**config.mk**
```make
export PLATFORM = sky130hd
export DESIGN_NAME = i2c_master_register_burst
export DESIGN_NICKNAME = d
export VERILOG_FILES = /design/src/rtl/core/i2cmrb_pkg.sv /design/src/rtl/core/i2cmrb_front.sv /design/src/rtl/core/i2cmrb_back.sv /design/src/rtl/core/i2c_master_register_burst.sv
export SDC_FILE = /design/constraint.sdc
export NUM_CORES = 1
export LEC_CHECK = 0
export ABC_CLOCK_PERIOD_IN_PS = 5300
export BUFFER_PORTS_ARGS = -buffer_cell sky130_fd_sc_hd__buf_2
export CAP_MARGIN = 30
export CORE_MARGIN = 2
export CORE_UTILIZATION = 55
export CTS_CLUSTER_SIZE = 24
export DETAILED_ROUTE_END_ITERATION = 7
export PLACE_DENSITY = 0.75
export SYNTH_ARGS = -nofsm -noshare
export SYNTH_HDL_FRONTEND = slang
export SYNTH_SLANG_ARGS = --single-unit
export TNS_END_PERCENT = 1
```
**constraint.sdc**
```tcl
create_clock -name i_clk -period 5.3 [get_ports i_clk]
set_clock_uncertainty 0.15 [all_clocks]
set_input_delay 0 -clock i_clk [delete_from_list [all_inputs] [get_ports i_clk]]
set_output_delay 0 -clock i_clk [all_outputs]
set_load 0.01 [all_outputs]
```
**src/rtl/core/i2cmrb_pkg.sv**
```systemverilog
// Package for the I2C register burst master: phases, status codes, packing widths.
`timescale 1ns / 1ps
`default_nettype none
package i2cmrb_pkg;

    typedef enum logic [4:0] {
        PH_IDLE, PH_S0, PH_S1, PH_S2, PH_DLY, PH_B0, PH_B1, PH_B2,
        PH_A0, PH_A1, PH_A2, PH_A3, PH_WREQ, PH_R0, PH_R1, PH_R2,
        PH_K1, PH_K2, PH_K3, PH_P0, PH_P1, PH_P2, PH_P3, PH_P4
    } t_phase;

    typedef enum logic [1:0] {
        CMD_NONE = 2'd0, CMD_WRITE = 2'd1, CMD_READ = 2'd2, CMD_RSVD = 2'd3
    } t_cmd;

    localparam logic [1:0] ST_OK     = 2'd0;
    localparam logic [1:0] ST_BUSY   = 2'd1;
    localparam logic [1:0] ST_NOSTRT = 2'd2;
    localparam logic [1:0] ST_NACK   = 2'd3;

    localparam logic [2:0] STG_ADDR  = 3'd0;
    localparam logic [2:0] STG_REG   = 3'd1;
    localparam logic [2:0] STG_WDATA = 3'd2;
    localparam logic [2:0] STG_RADDR = 3'd3;
    localparam logic [2:0] STG_RDATA = 3'd4;

    localparam logic [15:0] DELAY_RESET = 16'd50;

    // classified tick from front to back
    typedef struct packed {
        logic [1:0] cmd;
        logic [6:0] dev;
        logic [7:0] regad;
        logic [7:0] len;
        logic [7:0] wdata;
        logic       wvalid;
        logic       sda;
    } t_tick;

    typedef struct packed {
        logic       scl;
        logic       sda;
        logic [7:0] rdata;
        logic       rvalid;
        logic       rlast;
        logic       dreq;
        logic       done;
        logic [1:0] status;
        logic       busy;
    } t_res;

    localparam int QDEPTH = 2;

endpackage
`default_nettype wire

```
**src/rtl/core/i2cmrb_front.sv**
```systemverilog
// Input side: unpacks tick requests and queues them for the sequencer.
`timescale 1ns / 1ps
`default_nettype none
module i2cmrb_front (
    input  wire logic                 i_clk,
    input  wire logic                 i_rst_n,
    input  wire logic                 i_valid,
    output logic                      o_ready,
    input  wire logic [39:0]          i_data,
    output logic                      o_valid,
    input  wire logic                 i_ready,
    output i2cmrb_pkg::t_tick         o_tick
);
    i2cmrb_pkg::t_tick r_q [i2cmrb_pkg::QDEPTH];
    logic r_wp, r_rp;
    logic [1:0] r_cnt;
    i2cmrb_pkg::t_tick w_in;
    logic w_push, w_pop;

    always_comb begin
        w_in.cmd    = i_data[1:0];
        w_in.dev    = i_data[8:2];
        w_in.regad  = i_data[16:9];
        w_in.len    = i_data[24:17];
        w_in.wdata  = i_data[32:25];
        w_in.wvalid = i_data[33];
        w_in.sda    = i_data[34];
    end

    assign o_ready = (r_cnt != 2'd2);
    assign o_valid = (r_cnt != 2'd0);
    assign o_tick  = r_q[r_rp];
    assign w_push  = i_valid && o_ready;
    assign w_pop   = o_valid && i_ready;

    always_ff @(posedge i_clk) begin
        if (w_push) r_q[r_wp] <= w_in;
    end

    always_ff @(posedge i_clk) begin
        if (!i_rst_n) begin
            r_wp <= 1'b0; r_rp <= 1'b0; r_cnt <= 2'd0;
        end else begin
            if (w_push) r_wp <= ~r_wp;
            if (w_pop) r_rp <= ~r_rp;
            r_cnt <= r_cnt + {1'b0, w_push} - {1'b0, w_pop};
        end
    end
endmodule
`default_nettype wire

```
**src/rtl/core/i2cmrb_back.sv**
```systemverilog
// Bus sequencer: runs one tick per queued request, result held in an output register.
`timescale 1ns / 1ps
`default_nettype none
module i2cmrb_back (
    input  wire logic                 i_clk,
    input  wire logic                 i_rst_n,
    input  wire logic [15:0]          i_delay,
    input  wire logic                 i_valid,
    output logic                      o_ready,
    input  wire i2cmrb_pkg::t_tick    i_tick,
    output logic                      o_valid,
    input  wire logic                 i_ready,
    output i2cmrb_pkg::t_res          o_res
);
    i2cmrb_pkg::t_phase r_ph, n_ph;
    logic [15:0] r_dc, n_dc, w_hold;
    logic [3:0]  r_bc, n_bc;
    logic [7:0]  r_sh, n_sh, r_left, n_left, r_reg, n_reg;
    logic [6:0]  r_ta, n_ta;
    logic        r_rd, n_rd, r_scl, n_scl, r_sda, n_sda;
    logic [2:0]  r_stg, n_stg;
    logic [1:0]  r_rc, n_rc;
    i2cmrb_pkg::t_res w_res;
    logic r_ov;
    logic w_step;
    logic [3:0] w_bcm, w_bcp;
    logic [7:0] w_shr;

    assign o_ready = !r_ov || i_ready;
    assign w_step  = i_valid && o_ready;
    assign o_valid = r_ov;
    assign w_hold  = ((i_delay == 16'd0) ? 16'd1 : i_delay) - 16'd1;
    assign w_bcm   = r_bc - 4'd1;
    assign w_bcp   = r_bc + 4'd1;
    assign w_shr   = {r_sh[6:0], i_tick.sda};

    // next state
    always_comb begin
        n_ph = r_ph; n_dc = r_dc; n_bc = r_bc; n_sh = r_sh; n_left = r_left;
        n_reg = r_reg; n_ta = r_ta; n_rd = r_rd; n_scl = r_scl; n_sda = r_sda;
        n_stg = r_stg; n_rc = r_rc;
        w_res = '0;
        if (r_ph == i2cmrb_pkg::PH_IDLE) begin
            if (i_tick.cmd == i2cmrb_pkg::CMD_WRITE || i_tick.cmd == i2cmrb_pkg::CMD_READ) begin
                n_ta = i_tick.dev; n_reg = i_tick.regad; n_left = i_tick.len;
                n_rd = (i_tick.cmd == i2cmrb_pkg::CMD_READ);
                n_stg = i2cmrb_pkg::STG_ADDR; n_bc = 4'd0; n_rc = i2cmrb_pkg::ST_OK;
                n_sda = 1'b1; n_scl = 1'b1; n_dc = w_hold; n_ph = i2cmrb_pkg::PH_S1;
            end
        end else if (r_dc != 16'd0) begin
            n_dc = r_dc - 16'd1;
        end else begin
            case (r_ph)
                i2cmrb_pkg::PH_S0: begin
                    n_sda = 1'b1; n_scl = 1'b1; n_dc = w_hold; n_ph = i2cmrb_pkg::PH_S1;
                end
                i2cmrb_pkg::PH_S1: begin
                    if (r_stg != i2cmrb_pkg::STG_RADDR && !i_tick.sda) begin
                        w_res.done = 1'b1; w_res.status = i2cmrb_pkg::ST_BUSY;
                        n_ph = i2cmrb_pkg::PH_IDLE; n_dc = 16'd0;
                    end else begin
                        n_sda = 1'b0; n_dc = w_hold; n_ph = i2cmrb_pkg::PH_S2;
                    end
                end
                i2cmrb_pkg::PH_S2: begin
                    if (r_stg != i2cmrb_pkg::STG_RADDR && i_tick.sda) begin
                        w_res.done = 1'b1; w_res.status = i2cmrb_pkg::ST_NOSTRT;
                        n_ph = i2cmrb_pkg::PH_IDLE; n_dc = 16'd0;
                    end else begin
                        n_sda = 1'b0; n_dc = w_hold;
                        if (r_rd) begin
                            n_bc = 4'd3; n_ph = i2cmrb_pkg::PH_DLY;
                        end else begin
                            n_sh = {r_ta, 1'b0}; n_bc = 4'd0; n_ph = i2cmrb_pkg::PH_B0;
                        end
                    end
                end
                i2cmrb_pkg::PH_DLY: begin
                    n_dc = w_hold; n_bc = w_bcm;
                    if (w_bcm == 4'd0) begin
                        if (r_stg == i2cmrb_pkg::STG_REG) begin
                            n_stg = i2cmrb_pkg::STG_RADDR; n_ph = i2cmrb_pkg::PH_S0;
                        end else begin
                            // load: write address, else read address
                            if (r_stg == i2cmrb_pkg::STG_ADDR) n_sh = {r_ta, 1'b0};
                            else n_sh = {r_ta, 1'b1};
                            n_bc = 4'd0; n_ph = i2cmrb_pkg::PH_B0;
                        end
                    end
                end
                i2cmrb_pkg::PH_B0: begin
                    n_scl = 1'b0; n_dc = w_hold; n_ph = i2cmrb_pkg::PH_B1;
                end
                i2cmrb_pkg::PH_B1: begin
                    n_sda = r_sh[7]; n_sh = {r_sh[6:0], 1'b0}; n_dc = w_hold;
                    n_ph = i2cmrb_pkg::PH_B2;
                end
                i2cmrb_pkg::PH_B2: begin
                    n_scl = 1'b1; n_dc = w_hold;
                    if (w_bcp >= 4'd8) begin
                        n_bc = 4'd0; n_ph = i2cmrb_pkg::PH_A0;
                    end else begin
                        n_bc = w_bcp; n_ph = i2cmrb_pkg::PH_B0;
                    end
                end
                i2cmrb_pkg::PH_A0: begin
                    n_scl = 1'b0; n_dc = w_hold; n_ph = i2cmrb_pkg::PH_A1;
                end
                i2cmrb_pkg::PH_A1: begin
                    n_sda = 1'b1; n_dc = w_hold; n_ph = i2cmrb_pkg::PH_A2;
                end
                i2cmrb_pkg::PH_A2: begin
                    n_scl = 1'b1; n_dc = w_hold; n_ph = i2cmrb_pkg::PH_A3;
                end
                i2cmrb_pkg::PH_A3: begin
                    n_scl = 1'b0; n_dc = w_hold;
                    if (r_stg != i2cmrb_pkg::STG_RADDR && i_tick.sda) begin
                        n_rc = i2cmrb_pkg::ST_NACK; n_ph = i2cmrb_pkg::PH_P1;
                    end else if (r_stg == i2cmrb_pkg::STG_ADDR) begin
                        n_stg = i2cmrb_pkg::STG_REG; n_sh = r_reg; n_bc = 4'd0;
                        n_ph = i2cmrb_pkg::PH_B1;
                    end else if (r_stg == i2cmrb_pkg::STG_REG) begin
                        if (r_rd) begin
                            n_bc = 4'd2; n_ph = i2cmrb_pkg::PH_DLY;
                        end else if (r_left == 8'd0) begin
                            n_ph = i2cmrb_pkg::PH_P1;
                        end else begin
                            n_stg = i2cmrb_pkg::STG_WDATA; n_ph = i2cmrb_pkg::PH_WREQ;
                        end
                    end else if (r_stg == i2cmrb_pkg::STG_WDATA) begin
                        n_left = r_left - 8'd1;
                        n_ph = (r_left != 8'd1) ? i2cmrb_pkg::PH_WREQ : i2cmrb_pkg::PH_P1;
                    end else begin
                        if (r_left == 8'd0) begin
                            n_ph = i2cmrb_pkg::PH_P1;
                        end else begin
                            n_stg = i2cmrb_pkg::STG_RDATA; n_sda = 1'b1; n_bc = 4'd0;
                            n_sh = 8'd0; n_ph = i2cmrb_pkg::PH_R1;
                        end
                    end
                end
                i2cmrb_pkg::PH_WREQ: begin
                    if (i_tick.wvalid) begin
                        n_sda = i_tick.wdata[7]; n_sh = {i_tick.wdata[6:0], 1'b0};
                        n_bc = 4'd0; n_dc = w_hold; n_ph = i2cmrb_pkg::PH_B2;
                    end
                end
                i2cmrb_pkg::PH_R0: begin
                    n_sda = 1'b1; n_scl = 1'b0; n_dc = w_hold; n_ph = i2cmrb_pkg::PH_R1;
                end
                i2cmrb_pkg::PH_R1: begin
                    n_scl = 1'b1; n_dc = w_hold; n_ph = i2cmrb_pkg::PH_R2;
                end
                i2cmrb_pkg::PH_R2: begin
                    n_sh = w_shr; n_scl = 1'b0; n_dc = w_hold;
                    if (w_bcp < 4'd8) begin
                        n_bc = w_bcp; n_ph = i2cmrb_pkg::PH_R1;
                    end else begin
                        w_res.rvalid = 1'b1; w_res.rdata = w_shr;
                        w_res.rlast = (r_left == 8'd1);
                        n_bc = 4'd0; n_ph = i2cmrb_pkg::PH_K1;
                    end
                end
                i2cmrb_pkg::PH_K1: begin
                    n_sda = (r_left == 8'd1); n_dc = w_hold; n_ph = i2cmrb_pkg::PH_K2;
                end
                i2cmrb_pkg::PH_K2: begin
                    n_scl = 1'b1; n_dc = w_hold; n_ph = i2cmrb_pkg::PH_K3;
                end
                i2cmrb_pkg::PH_K3: begin
                    n_scl = 1'b0; n_dc = w_hold; n_left = r_left - 8'd1;
                    if (r_left == 8'd1) begin
                        n_ph = i2cmrb_pkg::PH_P0;
                    end else begin
                        n_sh = 8'd0; n_ph = i2cmrb_pkg::PH_R0;
                    end
                end
                i2cmrb_pkg::PH_P0: begin
                    n_scl = 1'b0; n_dc = w_hold; n_ph = i2cmrb_pkg::PH_P1;
                end
                i2cmrb_pkg::PH_P1: begin
                    n_sda = 1'b0; n_dc = w_hold; n_ph = i2cmrb_pkg::PH_P2;
                end
                i2cmrb_pkg::PH_P2: begin
                    n_scl = 1'b1; n_dc = w_hold; n_ph = i2cmrb_pkg::PH_P3;
                end
                i2cmrb_pkg::PH_P3: begin
                    n_sda = 1'b1; n_dc = w_hold; n_ph = i2cmrb_pkg::PH_P4;
                end
                i2cmrb_pkg::PH_P4: begin
                    w_res.done = 1'b1; w_res.status = r_rc;
                    n_ph = i2cmrb_pkg::PH_IDLE; n_dc = 16'd0;
                end
                default: begin
                    w_res.done = 1'b1; w_res.status = i2cmrb_pkg::ST_OK;
                    n_ph = i2cmrb_pkg::PH_IDLE; n_dc = 16'd0;
                end
            endcase
        end
        w_res.scl  = n_scl;
        w_res.sda  = n_sda;
        w_res.dreq = (n_ph == i2cmrb_pkg::PH_WREQ) && (n_dc == 16'd0);
        w_res.busy = (n_ph != i2cmrb_pkg::PH_IDLE);
    end

    always_ff @(posedge i_clk) begin
        if (!i_rst_n) begin
            r_ph <= i2cmrb_pkg::PH_IDLE; r_dc <= 16'd0; r_bc <= 4'd0; r_sh <= 8'd0;
            r_left <= 8'd0; r_ta <= 7'd0; r_reg <= 8'd0; r_rd <= 1'b0;
            r_scl <= 1'b1; r_sda <= 1'b1; r_stg <= i2cmrb_pkg::STG_ADDR;
            r_rc <= i2cmrb_pkg::ST_OK; r_ov <= 1'b0;
        end else begin
            if (w_step) begin
                r_ph <= n_ph; r_dc <= n_dc; r_bc <= n_bc; r_sh <= n_sh;
                r_left <= n_left; r_ta <= n_ta; r_reg <= n_reg; r_rd <= n_rd;
                r_scl <= n_scl; r_sda <= n_sda; r_stg <= n_stg; r_rc <= n_rc;
            end
            if (o_ready) r_ov <= w_step;
        end
    end

    always_ff @(posedge i_clk) begin
        if (w_step) o_res <= w_res;
    end
endmodule
`default_nettype wire

```
**src/rtl/core/i2c_master_register_burst.sv**
```systemverilog
// Top level of the I2C register burst master.
`timescale 1ns / 1ps
`default_nettype none
// Each input request is one bus tick; the sequencer takes one per clock and returns
// exactly one result per request, registered as it leaves the two-entry input queue.
// Sustained rate is one request per clock, limited by the single-cycle phase sequencer;
// a stalled master side backs up the queue and then deasserts s_axis_tready.
// delay_ticks (reset 50): write via cfg_valid/cfg_ready only while idle; not enforced.
module i2c_master_register_burst (
    input  wire logic        i_clk,
    input  wire logic        i_rst_n,
    input  wire logic        cfg_valid,
    output logic             cfg_ready,
    input  wire logic [15:0] cfg_data,
    input  wire logic        s_axis_tvalid,
    output logic             s_axis_tready,
    // command[1:0] device_address[8:2] register_address[16:9] burst_length[24:17]
    // write_data[32:25] write_valid[33] sda_in[34]
    input  wire logic [39:0] s_axis_tdata,
    output logic             m_axis_tvalid,
    input  wire logic        m_axis_tready,
    // scl_out[0] sda_out[1] read_data[9:2] read_valid[10] read_last[11]
    // data_request[12] done_res[13] status[15:14] busy_res[16]
    output logic [23:0]      m_axis_tdata
);
    logic [15:0] r_delay;
    logic w_qv, w_qr;
    i2cmrb_pkg::t_tick w_tick;
    i2cmrb_pkg::t_res  w_res;

    assign cfg_ready = 1'b1;
    always_ff @(posedge i_clk) begin
        if (!i_rst_n) r_delay <= i2cmrb_pkg::DELAY_RESET;
        else if (cfg_valid) r_delay <= cfg_data;
    end

    i2cmrb_front u_front (
        .i_clk(i_clk), .i_rst_n(i_rst_n),
        .i_valid(s_axis_tvalid), .o_ready(s_axis_tready), .i_data(s_axis_tdata),
        .o_valid(w_qv), .i_ready(w_qr), .o_tick(w_tick)
    );

    i2cmrb_back u_back (
        .i_clk(i_clk), .i_rst_n(i_rst_n), .i_delay(r_delay),
        .i_valid(w_qv), .o_ready(w_qr), .i_tick(w_tick),
        .o_valid(m_axis_tvalid), .i_ready(m_axis_tready), .o_res(w_res)
    );

    assign m_axis_tdata = {7'd0, w_res.busy, w_res.status, w_res.done, w_res.dreq,
                           w_res.rlast, w_res.rvalid, w_res.rdata, w_res.sda, w_res.scl};
endmodule
`default_nettype wire

```
# Word-level counts from Yosys, hierarchy flattened
# Memories as Yosys holds them, arrays and structs flattened. A register that Yosys moved wholly into a read port is not among the register bits.
# Index checks and enable logic that the tools add are counted.
dict set report word_totals {
  regBits 102
  wordCells 245
  ram_bits 70
  output_inout_bits 27
  inputBits 61
  n_memories 1
}
dict set report classes {
  n_eq_ne 57
  n_addsub 7
  mux 109
  n_reduce_logical 38
  bitwise 5
  order_cmp 2
}
# name depth width rd rd_ports_with_merged_regs write_ports line
set mem_list {}
lappend mem_list {u_front.r_q 2 35 1 1 1 i2cmrb_front.sv:14} ;# i2cmrb_pkg::t_tick r_q [i2cmrb_pkg::QDEPTH];
# cell n
set ops {}
lappend ops {{8-bit two-way mux} 18}
lappend ops {{16-bit two-way mux} 7}
lappend ops {{5-bit one-hot mux with 22 select lines} 1}
lappend ops {{5-bit two-way mux} 16}
lappend ops {{4-bit two-way mux} 16}
lappend ops {{16-bit one-hot mux with 4 select lines} 1}
lappend ops {{8-bit one-hot mux with 7 select lines} 1}
lappend ops {{5-bit by 4-bit == test with 1-bit output (second input constant)} 9}
lappend ops {{3-bit two-way mux} 15}
lappend ops {{5-bit == test (second input constant)} 8}
lappend ops {{16-bit zero test} 2}
lappend ops {{16-bit by 1-bit subtractor with 16-bit output (second input constant)} 2}
lappend ops {{4-bit one-hot mux with 6 select lines} 1}
lappend ops {{3-bit by 2-bit != test with 1-bit output (second input constant)} 7}
lappend ops {{5-bit by 3-bit == test with 1-bit output (second input constant)} 4}
lappend ops {{1-bit two-way mux} 20}
lappend ops {{10-bit AND reduction} 2}
lappend ops {{20-bit OR reduction} 1}
lappend ops {{19-bit OR reduction} 1}
lappend ops {{2-bit two-way mux} 8}
lappend ops {{8-bit one-hot mux with 2 select lines} 1}
lappend ops {{16-bit nonzero test} 1}
lappend ops {{2-bit != test (second input constant)} 7}
lappend ops {{14-bit AND reduction} 1}
lappend ops {{46 further kinds} 68}

# Longest topological paths before layout
dict set report depth {
  ltp_word 11
  mapped_depth 13
  ltp_nobuf 13
}

# Hierarchy
# Synthesis repeated with hierarchy kept, for this count alone.
dict set report hier_totals {
  cells_unflattened 946
  area_unflattened_um2 9165.0
}
# mod area_per_inst_um2 seq_area_each_um2 cells_per_inst instances
set modules_own_cells {}
lappend modules_own_cells {i2cmrb_back 5574.1 1791.7 752 1}
lappend modules_own_cells {i2cmrb_front 2915.3 2202.1 133 1}
lappend modules_own_cells {i2c_master_register_burst 675.6 320.3 61 1}

# Worst setup path after synthesis
# OpenSTA, ideal clock, no wires.
dict set report synth_path {
  kind {register to register}
  startpoint {reg with a tool-made name}
  endpoint {reg u_back.o_res[4] in the netlist's numbering, data pin}
  t_required_ns 4.980
  path_buffers 3
  path_stages_with_launch 13
  setup_slack_ns 1.603
  period_less_slack_ns 3.697
  setup_ns 0.170
  t_arrival_ns 3.378
  path_cell_list {dfxtp_1 -> buf_6 -> buf_1 -> clkbuf_1 -> mux2_2 -> ha_1 -> nand3_1 -> o31ai_1 -> a222oi_1 -> nand2_1 -> nor3_1 -> nand4b_4 -> nor4_2}
}
# item line
set synth_rtl {}
lappend synth_rtl {{end signal: assignment} i2cmrb_back.sv:223} ;# if (w_step) o_res <= w_res;
lappend synth_rtl {{end: declaration} i2cmrb_back.sv:13} ;# output i2cmrb_pkg::t_res o_res

==> results.md <==
- After filler insertion, the fill cell instance count of the layout stands at ~1.2k.
- The maximum number of pins on one net before global-route repair is 54.
- The peak fanout along the critical path is 6.
- The number of storage elements in the synthesis netlist is around 170.
- Setup repair after global routing left no endpoint under its margin.
- The final wirelength is 24,000 um.
- The arrival time of data at the critical path endpoint is roughly 4.2 ns.
- Summed over all failing endpoints, the final setup total negative slack is 0 ns.
- Global routing finished with a remaining overflow of 0.
- The wire length of the first global-routing pass is 38,000 um.
- The number of flip-flops under the largest register name is 70.
- The count of nets after finishing is about 1.1k.
- The number of clock buffers inserted by TritonCTS is 17.
- Setup violations remaining at the end of the flow were counted as 0.
- The remaining antenna violation count is 0.
- Clock-pin slew was measured on the worst setup and hold paths at approximately 0.07 ns.
- The flow ran to the end, and the final reports show no timing, DRC or antenna violations.
- In this run the core area contains 46 standard-cell rows.
- The worst flop-to-flop path startpoint is r_delay[4].
- Compared with the post-synthesis result, the final layout area differs by 20.8%.
- The kind of launch point of the worst setup path is a register.
- The fraction of layout instances using a drive strength above 1 is between 10% and 20%.
- The routed layout has between 7k and 8k vias.
- The clock passes through at most 2 buffers.
- In this run the static leakage power is between 3 and 4 nW.
- The most critical setup path has its startpoint at r_delay[4].
- The placer's final routability congestion estimate is 0.961.
- The number of violations of the max-capacitance limit is 0.
- In this run the tightest slew margin relative to its limit is between 20% and 30%.
- The worst hold path belongs to the class in2reg.
- The final number of max-transition violations came to 0.
- During placement, the flow inserted port buffers numbering 74.
- Of the synthesized area, sequential elements account for about half.
- The first routing iteration left 868 violations.
- The number of placed instances with taps included is ~1.2k.
- TritonCTS built the clock tree.
- Yosys printed 0 warnings.
- In this run the count of I/O pins placed on the die edge is 88.
- The total setup buffers inserted after CTS is 0.
- Overall power consumption after layout is estimated at between 0.006 and 0.007 W.
- Detailed placement ended at an HPWL of roughly 15,000 um.
- The residual DRC count is 0.
- The most instantiated flip-flop cell in the synthesis netlist is sky130_fd_sc_hd__edfxtp_1.
- The starting utilization of the core area is a little under three fifths.
- The share of async-settable or async-resettable flops after synthesis is 0%.
- The number of antenna violations at the first check in global routing was 1.
- The netlist uses 78 different library cells.
- The clock reaches the later pin of the worst-skew pair after between 0.4 and 0.5 ns.
- Data on the critical path is required at its endpoint by 5.39 ns.
- The clock tree root driver cell is sky130_fd_sc_hd__clkbuf_16.
- The power density normalized to cell area is roughly 580 nW/um^2.
- Gates resized during post-CTS repair numbered 0.
- The die covers 17,200 sq um.
- CTS built an H-tree with a depth of 4.
- VDD sags by at most between 0.3 and 0.4 mV.
- The via count of the first global-routing pass came to ~7.3k.
- The final critical path takes up a little under 80% of the cycle.
- At the pin with the least slew margin, the transition time is approximately 1.0 ns.
- The setup path with the least slack is of type reg2reg.
- Setup slack on the critical path of the routed design comes to roughly 1.2 ns.
- The total area inside the core boundary comes to roughly 16,000 sq um.
- For this run, the top clock speed supported by timing is around 0.24 GHz.
- The post-synthesis instance area is around 9000 sq um.
- In this run, synthesis inferred a little under 90 flip-flops with an integrated enable.
- More flip-flops sit in one register than any other, and that register is u_front.r_q.
- The first TritonRoute pass finished after 6 iterations.
- The clock sink count is between 150 and 200.
- The capturing element type of the critical path is a register.
- From bottom edge to top edge, the die measures between 100 and 150 um.
- For this run, the total global-route usage over all layers was measured as 27.8%.
- The startpoint identified for the worst hold timing path is s_axis_tdata[7].
- The number of cells produced by synthesis is 919.
- The number of standard cells in the final layout excluding fillers is 1,277.
- In the routed layout, each cell is associated on average with a via count of 6.08.
- Timing analysis after detailed placement gives a worst setup slack of roughly 1.5 ns.
- The final routed wire length divided by cell count is 18.8 um.
- The x dimension of the die is ~130 um.
- Cells fill between 60% and 70% of the core in the end.
- The number of hold violations in the final report is 0.
- The post-layout minimum cycle time is approximately 4.1 ns.
- Dividing the synthesized area by the synthesized cell count gives a little under 10 sq um.
- The largest registers in the layout are u_front.r_q x70, u_back.o_res x17.
[layer usage]
layer	wire length, um	part of all wire (%)	up-vias	global-route usage, %
met1	9970	42	3645	35.7
met2	11600	48	386	46.6
met3	1680	7.0	74	4.44
li1	-	-	3659	-
met5	0	0	-	0
met4	754	3.1	0	11.8
[logic make-up after synthesis]
group / Yosys count / synth area share [%]
muxes: 55 / 6.37
and+or+nand+nor: 363 / 20.5
buffers and inverters: 78 / 3.98
AOI/OAI and AO/OA: 219 / 17.2
adders and majority gates: 10 / 1.41
DFF: 172 / 48.5
other: 2 / 0.0844
xor gates and xnor gates: 20 / 1.97
[Yosys cell counts, drive strengths merged (14+ instances only)]
library cell | number | share of area, %
o21ai | 44 | 2.6
inv | 20 | 0.84
xor2 | 14 | 1.4
buf | 26 | 1.8
nand2 | 74 | 3.1
nand3 | 22 | 1.2
mux2i | 52 | 6.0
edfxtp | 87 | 29
nor2 | 129 | 5.5
nor4 | 15 | 1.3
a211oi | 39 | 3.3
dfxtp | 85 | 19
and2 | 15 | 1.1
clkbuf | 32 | 1.3
a21oi | 41 | 2.3
nor3 | 32 | 1.9
[where the power goes]
group	internal (W)	leakage, nW	switching, W
Combinational	0.00109	2.10	0.00187
Clock	0.000687	0.291	0.000545
Sequential	0.00175	1.51	0.000321
Total	0.00353	3.90	0.00273
[per-stage QoR]
stage          hold slack, ns  instance area (sq um)
2_1_floorplan         -0.0511                   8920
3_3_place_gp           0.0374                   9400
3_5_place_dp           0.0411                   9430
4_1_cts                 0.127                  10700
5_1_grt                 0.138                  10800
6_report                0.130                  10800
[placed cells by master, fill, tap and decap left out, drive strengths merged, types with 22 or more instances in the layout]
| master | instances |
|---|---|
| inv | 25 |
| nand3 | 22 |
| a21oi | 41 |
| buf | 88 |
| nor3 | 32 |
| edfxtp | 87 |
| nor2 | 129 |
| dlygate4sd3 | 73 |
| dfxtp | 85 |
| o21ai | 44 |
| nand2 | 74 |
| a211oi | 39 |
| mux2i | 52 |
[final timing paths]
path	slack (ns)	cells past startpoint	endpoint
worst max-delay path	1.16	12	u_back.o_res[4]
worst min-delay path	0.13	2	u_front.r_q[1][31]
worst max register to register	1.16	12	u_back.o_res[4]
worst min register to register	0.36	2	u_back.r_reg[0]
[area by class of cell]
type | instances | area (sq um) | share of cell area [%]
antenna | 1 | 2.50 | 0.0233
clock buffer | 20 | 457 | 4.25
clock inverter | 12 | 130 | 1.21
inverter | 20 | 75.1 | 0.698
multi-input combinational | 675 | 4270 | 39.8
sequential | 172 | 4320 | 40.1
tap | 216 | 270 | 2.51
timing repair buffer | 161 | 1230 | 11.4
[critical path, cell delays in order, from the launching register on]
cell and delay, ns:
sky130_fd_sc_hd__dfxtp_1 0.37, sky130_fd_sc_hd__or4_1 0.57, sky130_fd_sc_hd__nor3b_1 0.61, sky130_fd_sc_hd__a21oi_1 0.28, sky130_fd_sc_hd__ha_1 0.30, sky130_fd_sc_hd__nor3b_1 0.19, sky130_fd_sc_hd__nand2_1 0.11, sky130_fd_sc_hd__xor2_1 0.24
sky130_fd_sc_hd__o32a_1 0.22, sky130_fd_sc_hd__o211ai_1 0.14, sky130_fd_sc_hd__or3_1 0.41, sky130_fd_sc_hd__nand4b_4 0.18, sky130_fd_sc_hd__nor4_2 0.19
[what timing repair did]
action	in CTS	in global routing
hold endpoints to repair	100	0
hold buffers	73	0
endpoints found under the setup margin	0	0
No activity file was read; power rests on OpenSTA's default activity.
